<file path="src/datetime_add_minutes_unit_assert.svh">
// ----------------------------------------------------------------------------
// Assertion macros for the date-time minute adder
// Shared helpers that wrap a clocked, reset-qualified concurrent assertion.
// ----------------------------------------------------------------------------
`ifndef DATETIME_ADD_MINUTES_UNIT_ASSERT_SVH
`define DATETIME_ADD_MINUTES_UNIT_ASSERT_SVH

// Same-cycle implication, checked on every rising edge outside reset.
`define DTAM_ASSERT_NOW(label, ante, cons, msg) \
  label: assert property (@(posedge clk) disable iff (rst) (ante) |-> (cons)) \
    else $error(msg);

// Next-cycle implication, checked on every rising edge outside reset.
`define DTAM_ASSERT_NEXT(label, ante, cons, msg) \
  label: assert property (@(posedge clk) disable iff (rst) (ante) |=> (cons)) \
    else $error(msg);

`endif

</file>
<file path="src/dtam_pkg.sv">
// ----------------------------------------------------------------------------
// Date-time minute adder package
// Item types, sequencer states, calendar constants and the month table.
// ----------------------------------------------------------------------------
`timescale 1ns / 1ps

package dtam_pkg;

  typedef struct packed {
    logic [5:0]  minute_in;
    logic [4:0]  hour_in;
    logic [4:0]  day_in;
    logic [3:0]  month_in;
    logic [6:0]  year_in;
    logic [15:0] minutes_to_add;
  } req_item_t;

  typedef struct packed {
    logic [5:0] minute_out;
    logic [4:0] hour_out;
    logic [4:0] day_out;
    logic [3:0] month_out;
    logic [6:0] year_out;
  } rsp_item_t;

  // Result of the shared subtract and compare unit.
  typedef struct packed {
    logic [6:0] diff;
    logic       ge;
    logic       gt;
  } alu_res_t;

  typedef enum logic [2:0] {
    S_IDLE,
    S_DIV,
    S_REM,
    S_HREM,
    S_MIN,
    S_HOUR,
    S_MONTH,
    S_DONE
  } state_t;

  localparam logic [6:0]  MINUTES_PER_HOUR = 7'd60;
  localparam logic [6:0]  HOURS_PER_DAY    = 7'd24;
  localparam logic [6:0]  LAST_YEAR        = 7'd99;
  localparam logic [3:0]  LAST_MONTH       = 4'd12;
  localparam logic [3:0]  FEBRUARY         = 4'd2;
  localparam logic [4:0]  FEB_DAYS_LEAP    = 5'd29;

  // x / 15 = (x * RECIP_15) >> RECIP_15_SHIFT, exact for x below 16384.
  localparam logic [15:0] RECIP_15         = 16'h8889;
  localparam int          RECIP_15_SHIFT   = 19;
  // y / 3 = (y * RECIP_3) >> RECIP_3_SHIFT, exact for y below 256.
  localparam logic [8:0]  RECIP_3          = 9'd171;
  localparam int          RECIP_3_SHIFT    = 9;

  localparam logic [4:0] DAYS_IN_MONTH [12] = '{
    5'd31, 5'd28, 5'd31, 5'd30, 5'd31, 5'd30,
    5'd31, 5'd31, 5'd30, 5'd31, 5'd30, 5'd31
  };

  // Length of a month; months outside 1..12 have no days at all.
  function automatic logic [4:0] month_days(input logic [6:0] year,
                                            input logic [3:0] month);
    logic [3:0] idx;
    logic [4:0] len;
    idx = month - 4'd1;
    if (month == 4'd0 || month > LAST_MONTH) begin
      len = 5'd0;
    end else if (month == FEBRUARY) begin
      len = (year[1:0] == 2'b00) ? FEB_DAYS_LEAP : DAYS_IN_MONTH[idx];
    end else begin
      len = DAYS_IN_MONTH[idx];
    end
    return len;
  endfunction

endpackage

</file>
<file path="src/dtam_alu.sv">
// ----------------------------------------------------------------------------
// Date-time minute adder subtract and compare unit
// One subtractor shared by the minute, hour and month fold steps.
// ----------------------------------------------------------------------------
`timescale 1ns / 1ps

module dtam_alu
  import dtam_pkg::*;
(
  input  logic [6:0] a,
  input  logic [6:0] b,
  output alu_res_t   res
);

  logic [7:0] diff_w;

  assign diff_w   = {1'b0, a} - {1'b0, b};
  assign res.diff = diff_w[6:0];
  assign res.ge   = ~diff_w[7];
  // Strictly greater: no borrow and a nonzero difference.
  assign res.gt   = ~diff_w[7] & (diff_w[6:0] != 7'd0);

endmodule

</file>
<file path="src/datetime_add_minutes_unit.sv">
// ----------------------------------------------------------------------------
// Date-time minute adder
// Advances a binary date-time with a two-digit year by a count of minutes.
// ----------------------------------------------------------------------------
// One item is worked on at a time. After an item is accepted, the steps
// S_DIV, S_REM and S_HREM split the count into minutes, hours and days with
// reciprocal multiplies. S_MIN folds the minute carry. S_HOUR repeats until
// the hour is below 24, folding it into days. S_MONTH repeats to roll the
// day count across month ends. S_DONE loads the output register, and the
// next item can be accepted in the cycle after that. If an earlier result
// is still waiting, the sequencer holds in its last step until that result
// is taken. The minute, hour and month folds all run on a single shared
// subtract and compare unit.
// The request side is ready only while the sequencer is idle. A finished
// result waits in the output register, so a new item can be accepted while
// the previous result is still unclaimed. All fields are binary. February
// has 29 days in years divisible by four (year 00 included), the year wraps
// from 99 to 0, and a month code outside 1 to 12 counts as a month with no
// days. There is no memory and no clearing pass after reset.
// ----------------------------------------------------------------------------
`timescale 1ns / 1ps

module datetime_add_minutes_unit
  import dtam_pkg::*;
(
  input  logic      clk,
  input  logic      rst,
  input  logic      req_valid,
  output logic      req_ready,
  input  req_item_t req,
  output logic      rsp_valid,
  input  logic      rsp_ready,
  output rsp_item_t rsp
);

  `include "datetime_add_minutes_unit_assert.svh"

  state_t state, state_next;

  // Working registers of the item in flight.
  logic [15:0] count;
  logic [10:0] q60;       // whole hours in the count
  logic [5:0]  min_add;   // minutes part of the count
  logic [5:0]  add_day;   // whole days in the count
  logic [4:0]  add_hr;    // hours part of the count
  logic [6:0]  min_acc;
  logic [5:0]  hour_acc;
  logic [6:0]  day_acc;
  logic [3:0]  month_acc;
  logic [6:0]  year_acc;

  // Arithmetic for the split of the count.
  logic [29:0] prod60;
  logic [16:0] q60_x60;
  logic [16:0] rem60;
  logic [16:0] prod3;
  logic [10:0] day_x24;
  logic [10:0] hrem;

  logic [4:0]  md;
  logic [6:0]  alu_a, alu_b;
  alu_res_t    alu;
  logic        out_free;

  // count / 60 is (count / 4) / 15, done with a reciprocal multiply.
  assign prod60  = count[15:2] * RECIP_15;
  assign q60_x60 = {q60, 6'b0} - {4'b0, q60, 2'b0};
  assign rem60   = {1'b0, count} - q60_x60;
  // hours / 24 is (hours / 8) / 3.
  assign prod3   = q60[10:3] * RECIP_3;
  assign day_x24 = {add_day, 4'b0} + {1'b0, add_day, 3'b0};
  assign hrem    = q60 - day_x24;

  assign md = month_days(year_acc, month_acc);

  // The shared unit compares against the hour length in the minute fold,
  // the day length in the hour fold and the month length in the day roll.
  always_comb begin
    unique case (state)
      S_MIN: begin
        alu_a = min_acc;
        alu_b = MINUTES_PER_HOUR;
      end
      S_HOUR: begin
        alu_a = {1'b0, hour_acc};
        alu_b = HOURS_PER_DAY;
      end
      default: begin
        alu_a = day_acc;
        alu_b = {2'b0, md};
      end
    endcase
  end

  dtam_alu u_alu (
    .a   (alu_a),
    .b   (alu_b),
    .res (alu)
  );

  assign req_ready = (state == S_IDLE);
  assign out_free  = ~rsp_valid | rsp_ready;

  always_ff @(posedge clk) begin
    if (rst) begin
      state <= S_IDLE;
    end else begin
      state <= state_next;
    end
  end

  always_comb begin
    state_next = state;
    unique case (state)
      S_IDLE:  if (req_valid) state_next = S_DIV;
      S_DIV:   state_next = S_REM;
      S_REM:   state_next = S_HREM;
      S_HREM:  state_next = S_MIN;
      S_MIN:   state_next = S_HOUR;
      S_HOUR:  if (!alu.ge) state_next = S_MONTH;
      S_MONTH: if (!alu.gt) state_next = S_DONE;
      S_DONE:  if (out_free) state_next = S_IDLE;
      default: state_next = S_IDLE;
    endcase
  end

  // Datapath: one step of the item per state.
  always_ff @(posedge clk) begin
    case (state)
      S_IDLE: begin
        if (req_valid) begin
          count     <= req.minutes_to_add;
          min_acc   <= {1'b0, req.minute_in};
          hour_acc  <= {1'b0, req.hour_in};
          day_acc   <= {2'b0, req.day_in};
          month_acc <= req.month_in;
          year_acc  <= req.year_in;
        end
      end
      S_DIV: begin
        q60 <= prod60[29:19];
      end
      S_REM: begin
        min_add <= rem60[5:0];
        add_day <= prod3[14:9];
      end
      S_HREM: begin
        add_hr  <= hrem[4:0];
        min_acc <= min_acc + {1'b0, min_add};
      end
      S_MIN: begin
        // The minute sum is reduced by one hour at most once.
        if (alu.ge) begin
          min_acc <= alu.diff;
        end
        hour_acc <= hour_acc + {1'b0, add_hr} + {5'b0, alu.ge};
        day_acc  <= day_acc + {1'b0, add_day};
      end
      S_HOUR: begin
        if (alu.ge) begin
          hour_acc <= alu.diff[5:0];
          day_acc  <= day_acc + 7'd1;
        end
      end
      S_MONTH: begin
        if (alu.gt) begin
          day_acc <= alu.diff;
          if (month_acc >= LAST_MONTH) begin
            month_acc <= 4'd1;
            year_acc  <= (year_acc >= LAST_YEAR) ? 7'd0 : year_acc + 7'd1;
          end else begin
            month_acc <= month_acc + 4'd1;
          end
        end
      end
      default: begin
      end
    endcase
  end

  // Output register: a finished result waits here until it is taken.
  always_ff @(posedge clk) begin
    if (rst) begin
      rsp_valid <= 1'b0;
    end else if (state == S_DONE && out_free) begin
      rsp_valid <= 1'b1;
    end else if (rsp_ready) begin
      rsp_valid <= 1'b0;
    end
  end

  always_ff @(posedge clk) begin
    if (state == S_DONE && out_free) begin
      rsp.minute_out <= min_acc[5:0];
      rsp.hour_out   <= hour_acc[4:0];
      rsp.day_out    <= day_acc[4:0];
      rsp.month_out  <= month_acc;
      rsp.year_out   <= year_acc;
    end
  end

  `DTAM_ASSERT_NOW(a_q60_range, state == S_REM, q60 <= 11'd1092, "hour count out of range")
  `DTAM_ASSERT_NOW(a_min_folded, state == S_HOUR, min_acc < 7'd64, "minute fold left a large minute")
  `DTAM_ASSERT_NOW(a_hour_folded, state == S_MONTH, hour_acc < 6'd24, "hour fold incomplete")
  `DTAM_ASSERT_NEXT(a_done_holds, state == S_DONE && rsp_valid && !rsp_ready, state == S_DONE, "result overwrote a waiting item")

endmodule
</file>
<file path="config.mk">
export PLATFORM = sky130hd
export DESIGN_NAME = datetime_add_minutes_unit
export DESIGN_NICKNAME = d
export VERILOG_FILES = /design/src/dtam_pkg.sv /design/src/dtam_alu.sv /design/src/datetime_add_minutes_unit.sv
export VERILOG_INCLUDE_DIRS = /design/src /design/src/src
export SDC_FILE = /design/constraint.sdc
export NUM_CORES = 1
export LEC_CHECK = 0
export BUFFER_PORTS_ARGS = -buffer_cell sky130_fd_sc_hd__clkbuf_2
export CAP_MARGIN = 40
export CELL_PAD_IN_SITES_DETAIL_PLACEMENT = 1
export CELL_PAD_IN_SITES_GLOBAL_PLACEMENT = 1
export CORE_ASPECT_RATIO = 1.25
export CORE_MARGIN = 2
export CORE_UTILIZATION = 49
export CTS_BUF_LIST = sky130_fd_sc_hd__clkbuf_8 sky130_fd_sc_hd__clkbuf_16
export DETAILED_ROUTE_END_ITERATION = 7
export PLACE_DENSITY = 0.93
export SLEW_MARGIN = 0
export SYNTH_ARGS = -nofsm -noshare
export SYNTH_HDL_FRONTEND = slang
export SYNTH_HIERARCHICAL = 1
export SYNTH_SLANG_ARGS = --single-unit
</file>
<file path="constraint.sdc">
create_clock -name clk -period 5.93 [get_ports clk]
set_input_delay 0.593 -clock clk [delete_from_list [all_inputs] [get_ports clk]]
set_output_delay 0.593 -clock clk [all_outputs]
set_load 0.01 [all_outputs]
</file>
==> results of run 1 <==
==> layout make-up <==
class,count,share of cell area [%]
Multi-Input combinational cell,559,52.4
Clock inverter,7,0.569
Tap cell,220,2.91
Clock buffer,9,2.38
Timing Repair Buffer,83,4.57
Sequential cell,106,33.3
Inverter,97,3.85
==> logic make-up after synthesis <==
kind of cell,Yosys count,share of synthesized area (%)
flops,106,36.9
buf+inv,112,4.95
mux,3,0.353
fa+ha+maj,192,31.3
xor+xnor,49,5.04
simple gates,147,7.98
other cells,1,0.0440
compound gates,167,13.4
==> state kept, by name, summed over array words and instances, names as in the netlist, 6 cells and up <==
register / flops
count: 16
hour_acc: 6
rsp: 27
add_day: 6
min_add: 6
min_acc: 7
year_acc: 7
day_acc: 7
q60: 11
==> cells in the final DEF (no fill, tap or decap), drive strengths merged, types with 20 or more instances in the layout <==
cell    count
a21oi      40
xor2       20
nand2      70
xnor2      29
fa         35
inv       100
nor2       24
edfxtp    102
clkbuf     84
ha        157
o21ai      33
==> final timing paths <==
path / endpoint / slack (ps) / start / cells after the start
worst min register to register: min_add[0] / 420 / count[0] / 0
worst max-delay path: state[2] / 460 / state[1] / 18
worst max register to register: state[2] / 460 / state[1] / 18
worst min-delay path: count[14] / 400 / req[14] / 1
==> synth_stat cells, types with 6 or more instances <==
cell type | instances | share of area [%]
ha_1 | 157 | 23
edfxtp_1 | 102 | 36
inv_1 | 97 | 4.3
nand2_1 | 69 | 3.0
a21oi_1 | 40 | 2.4
fa_1 | 35 | 8.2
o21ai_0 | 32 | 1.9
xnor2_1 | 29 | 3.0
nor2_1 | 24 | 1.1
xor2_1 | 20 | 2.1
a22oi_1 | 19 | 1.7
a21o_1 | 16 | 1.4
clkbuf_1 | 14 | 0.62
o21bai_1 | 9 | 0.79
a22o_1 | 8 | 0.82
nor2b_1 | 8 | 0.59
nor3_1 | 8 | 0.47
and2_1 | 7 | 0.51
nand3_1 | 6 | 0.35
nand4_1 | 6 | 0.44
==> routing by layer <==
metal | vias to the layer above | wire length [um] | GRT usage (%)
met5 | - | 0 | 0
met4 | 0 | 1080 | 13.2
met3 | 75 | 557 | 3.69
met2 | 166 | 12500 | 49.8
met1 | 3122 | 8570 | 27.3
li1 | 2947 | - | -
==> worst max-delay path: cells and delay by family, from the launching register on <==
| kind | cells | cell delay [ps] |
|---|---|---|
| XOR/XNOR | 1 | 190 |
| AO/OA/AOI/OAI | 8 | 2120 |
| buffers and inverters | 2 | 170 |
| AND/OR/NAND/NOR | 4 | 1530 |
| flip-flops | 1 | 420 |
| adder cells (fa/ha/maj) | 3 | 910 |
==> stage by stage <==
step	hold slack [ps]	area, sq um	cells
2_1_floorplan	400	8520	777
3_3_place_gp	401	9140	1060
3_5_place_dp	407	9170	1065
4_1_cts	400	9450	1081
5_1_grt	394	9450	1081
6_report	401	9450	1081
==> results.cfg, run 1 <==
[outcome]
run_status = finished, final reports clean

[synthesis]
synth_cell_types = 61
synth_ff_type = edfxtp_1
synth_area_sq_mm = 0.00852
synth-edff-count = 102
synth-async-reset-ratio_pct = 0
avgSynthCellArea_sq_um = 11.0
synthCells = 777
ys_ff_latch = 106
synth_warnings = 6
syn-num-nets = 1016
ys_seq_area_share_pct = 36.9

[clock_tree]
clkSinkCount = 106
path_clk_slew_ps = 80
postCtsSetupBuffers = 0
cts_tree = done
ctsResizeCount = 0
root_buffer = clkbuf_16
numCtsBuffers = 9
clk_latency_ps = 360
clk_path_buf_depth = 2
htreeDepth = 3
ctsHoldBuffers = 0

[final_layout]
regArea_sq_mm = 0.00314
area_growth_pct = 10.9
multiInputGateArea_sq_mm = 0.00495
nets = 1095
final_util_pct = 55.9
drive_gt1_share_pct = 12.8
fillers = 1834
diodes = 0

[floorplan]
dieHeight_um = 151
coreArea_sq_mm = 0.0169
die_w_um = 122
dieArea_sq_mm = 0.0185
fp-row-count = 53
io_pins = 76
start_util_pct = 50.4

[sta]
drv_slew = 0
finalCritPeriodShare_pct = 92.3
slew_headroom_pct = 49.8
fmax_mhz = 183
fin_skew_ps = 8.80
rsz0062_at_grt = no
period_needed_ps = 5470
hold_viol = 0
tightest_slew_ps = 752
fin_ws_ps = 459
setup_viol = 0
timing.setup.tns_ps = 0

[global_routing]
grt_max_degree = 28
antenna_found_initial = 0
gr-total-overflow = 0
gr-usage-all-layers_pct = 26.0
grt_first_pass_wirelength_um = 36700
grt_pass1_vias = 7175

[min_path]
hp-class = input port to flop

[route]
drtIter0Drc = 307
dr.pass1.iters = 4
num_vias = 6310
wl_per_cell_um = 21.0
via_per_inst = 5.84
drc = 0
routed_wl_um = 22700
final_antenna_net_count = 0

[critical_path]
crit_required_ps = 6170
crit_path_end_kind = flop
critPathSlowestCell = or4_1
path_cells = inv_1, ha_1, and2_1, nor2_1, o311ai_0, a21oi_1, ha_1, inv_1, fa_1, a211oi_2, nor2_1, xor2_1, or4_1, o32a_1, a222oi_1, o21ai_0, o41ai_1, a21oi_1
critical_path_class = flop to flop
critPathMaxStageDelay_ps = 550
cp_max_fo = 16
cp.arrival_ps = 5710
worstSetupStartpointType = flop

[placed_design]
dp_hpwl_um = 18500
numPortBuffers = 75
place.gp.congestion = 0.900
preCtsSetupSlack_ps = 624

[flow_run]
drv_cap = 0
Power of run 1 is not shown: default switching activity piles up to over one toggle a cycle in this logic, so the estimate is an artifact.
==> run 2, diff against run 1 <==
Settings changed: CORE_UTILIZATION 49 to 42, PLACE_DENSITY 0.93 to 0.83.
==> run 2 against run 1 <==
Core utilization down 8.4 points. Critical path depth stayed put. Clock skew fell by 2.2 ps. Global-route usage shrank 5.6 points. Sequential cell count stayed put. Sequential share of layout area down 0.19 points. Count of clock-buffer cells in the layout did not move. Highest routed layer unchanged.
==> results.cfg, run 2 (synthesis gave the netlist of run 1 again) <==
[clock_tree]
ctsHoldBuffers = 0
clk_path_buf_depth = 2
path_clk_slew_ps = 70
postCtsSetupBuffers = 0
clk_latency_ps = 360
root_buffer = clkbuf_16
htreeDepth = 3
numCtsBuffers = 9
cts_tree = done
ctsResizeCount = 0
clkSinkCount = 106

[sta]
slew_headroom_pct = 50.6
hold_viol = 0
tightest_slew_ps = 740
period_needed_ps = 5280
fmax_mhz = 189
finalCritPeriodShare_pct = 89.1
drv_slew = 0
fin_skew_ps = 6.61
rsz0062_at_grt = no
timing.setup.tns_ps = 0
setup_viol = 0

[global_routing]
gr-total-overflow = 0
grt_pass1_vias = 6859
grt_first_pass_wirelength_um = 34100
gr-usage-all-layers_pct = 20.5
antenna_found_initial = 0
grt_max_degree = 28

[final_layout]
nets = 1095
layout_commonest_cell = ha_1
largest_register_ffs = 27
diodes = 0
area_growth_pct = 11.6
largest-register = rsp
fillers = 2242
reg_top3 = rsp (27), count (16), q60 (11)
final_util_pct = 47.4
drive_gt1_share_pct = 12.7
final_cell_mix = ha_1, edfxtp_1, inv_1, clkbuf_2, nand2_1

[critical_path]
cp_max_fo = 16
crit_path_end_kind = flop
crit_required_ps = 6170
worstSetupStartpointType = flop
path_cells = inv_1, ha_1, and2_1, nor2_1, o311ai_0, a21oi_1, ha_1, inv_1, fa_1, a211oi_2, nor2_1, xor2_1, or4_1, o32a_1, a222oi_1, o21ai_0, o41ai_1, a21oi_1
cp.arrival_ps = 5520
critical_path_class = flop to flop
critPathMaxStageDelay_ps = 560
critPathSlowestCell = or4_1

[floorplan]
coreArea_sq_mm = 0.0200
start_util_pct = 42.5
die_w_um = 131
io_pins = 76
dieHeight_um = 163
fp-row-count = 58
dieArea_sq_mm = 0.0214

[route]
num_vias = 6162
drtIter0Drc = 299
highest_layer = met4
dr.pass1.iters = 6
wl_per_cell_um = 18.6
met3_length_um = 586
routed_wl_um = 21000
wirelength_met1_um = 8020
drc = 0
final_antenna_net_count = 0
wl_met2_um = 11500
via_per_inst = 5.45

[min_path]
hp-class = input port to flop

[flow_run]
drv_cap = 0

[outcome]
run_status = finished, final reports clean

[placed_design]
numPortBuffers = 75
place.gp.congestion = 0.873
dp_hpwl_um = 17400
run 2: changes by cell type in the layout (fill, tap and decap cells not counted), sizes merged:
cell,change
clkinvlp,+1
inv,-1
run 2: layer usage:
layer,up-vias,GRT usage (%)
li1,2948,-
met1,3054,20.6
met3,49,2.92
met4,0,10.9
met2,111,40.5
met5,-,0
run 2: layout make-up:
type                       instances  area, sq um  area share, %
tap                              270          338           3.56
inverter                          97          364           3.83
clock inverter                     7         45.0          0.474
sequential                       106         3140           33.1
clock buffer                       9          225           2.37
timing repair buffer              83          432           4.54
multi-input combinational        559         4950           52.1
run 2: final timing paths:
check | startpoint | endpoint | slack [ps] | cells after the start
hold reg to reg | count[0] | min_add[0] | 430 | 0
setup / recovery | state[1] | state[2] | 650 | 18
hold / removal | req[0] | count[0] | 400 | 1
setup reg to reg | state[1] | state[2] | 650 | 18
run 2: worst max-delay path, delay by kind of cell, from the launching register on:
kind            cells  cell delay, ps
flops               1             380
xor+xnor            1             180
compound gates      8            2080
buf+inv             2             150
fa+ha+maj           3             860
simple gates        4            1500
run 2: stage by stage:
stage                     hold slack [ps]  setup slack, ps  cell area [sq um]  std cells
after detailed placement              406              750               9230       1115
after global placement                403             1030               9200       1110
after global routing                  385              340               9500       1131
after floorplan                       400             1380               8520        777
after CTS                             384              721               9500       1131
final                                 399              646               9500       1131
Power of run 2 is left out for the same reason.
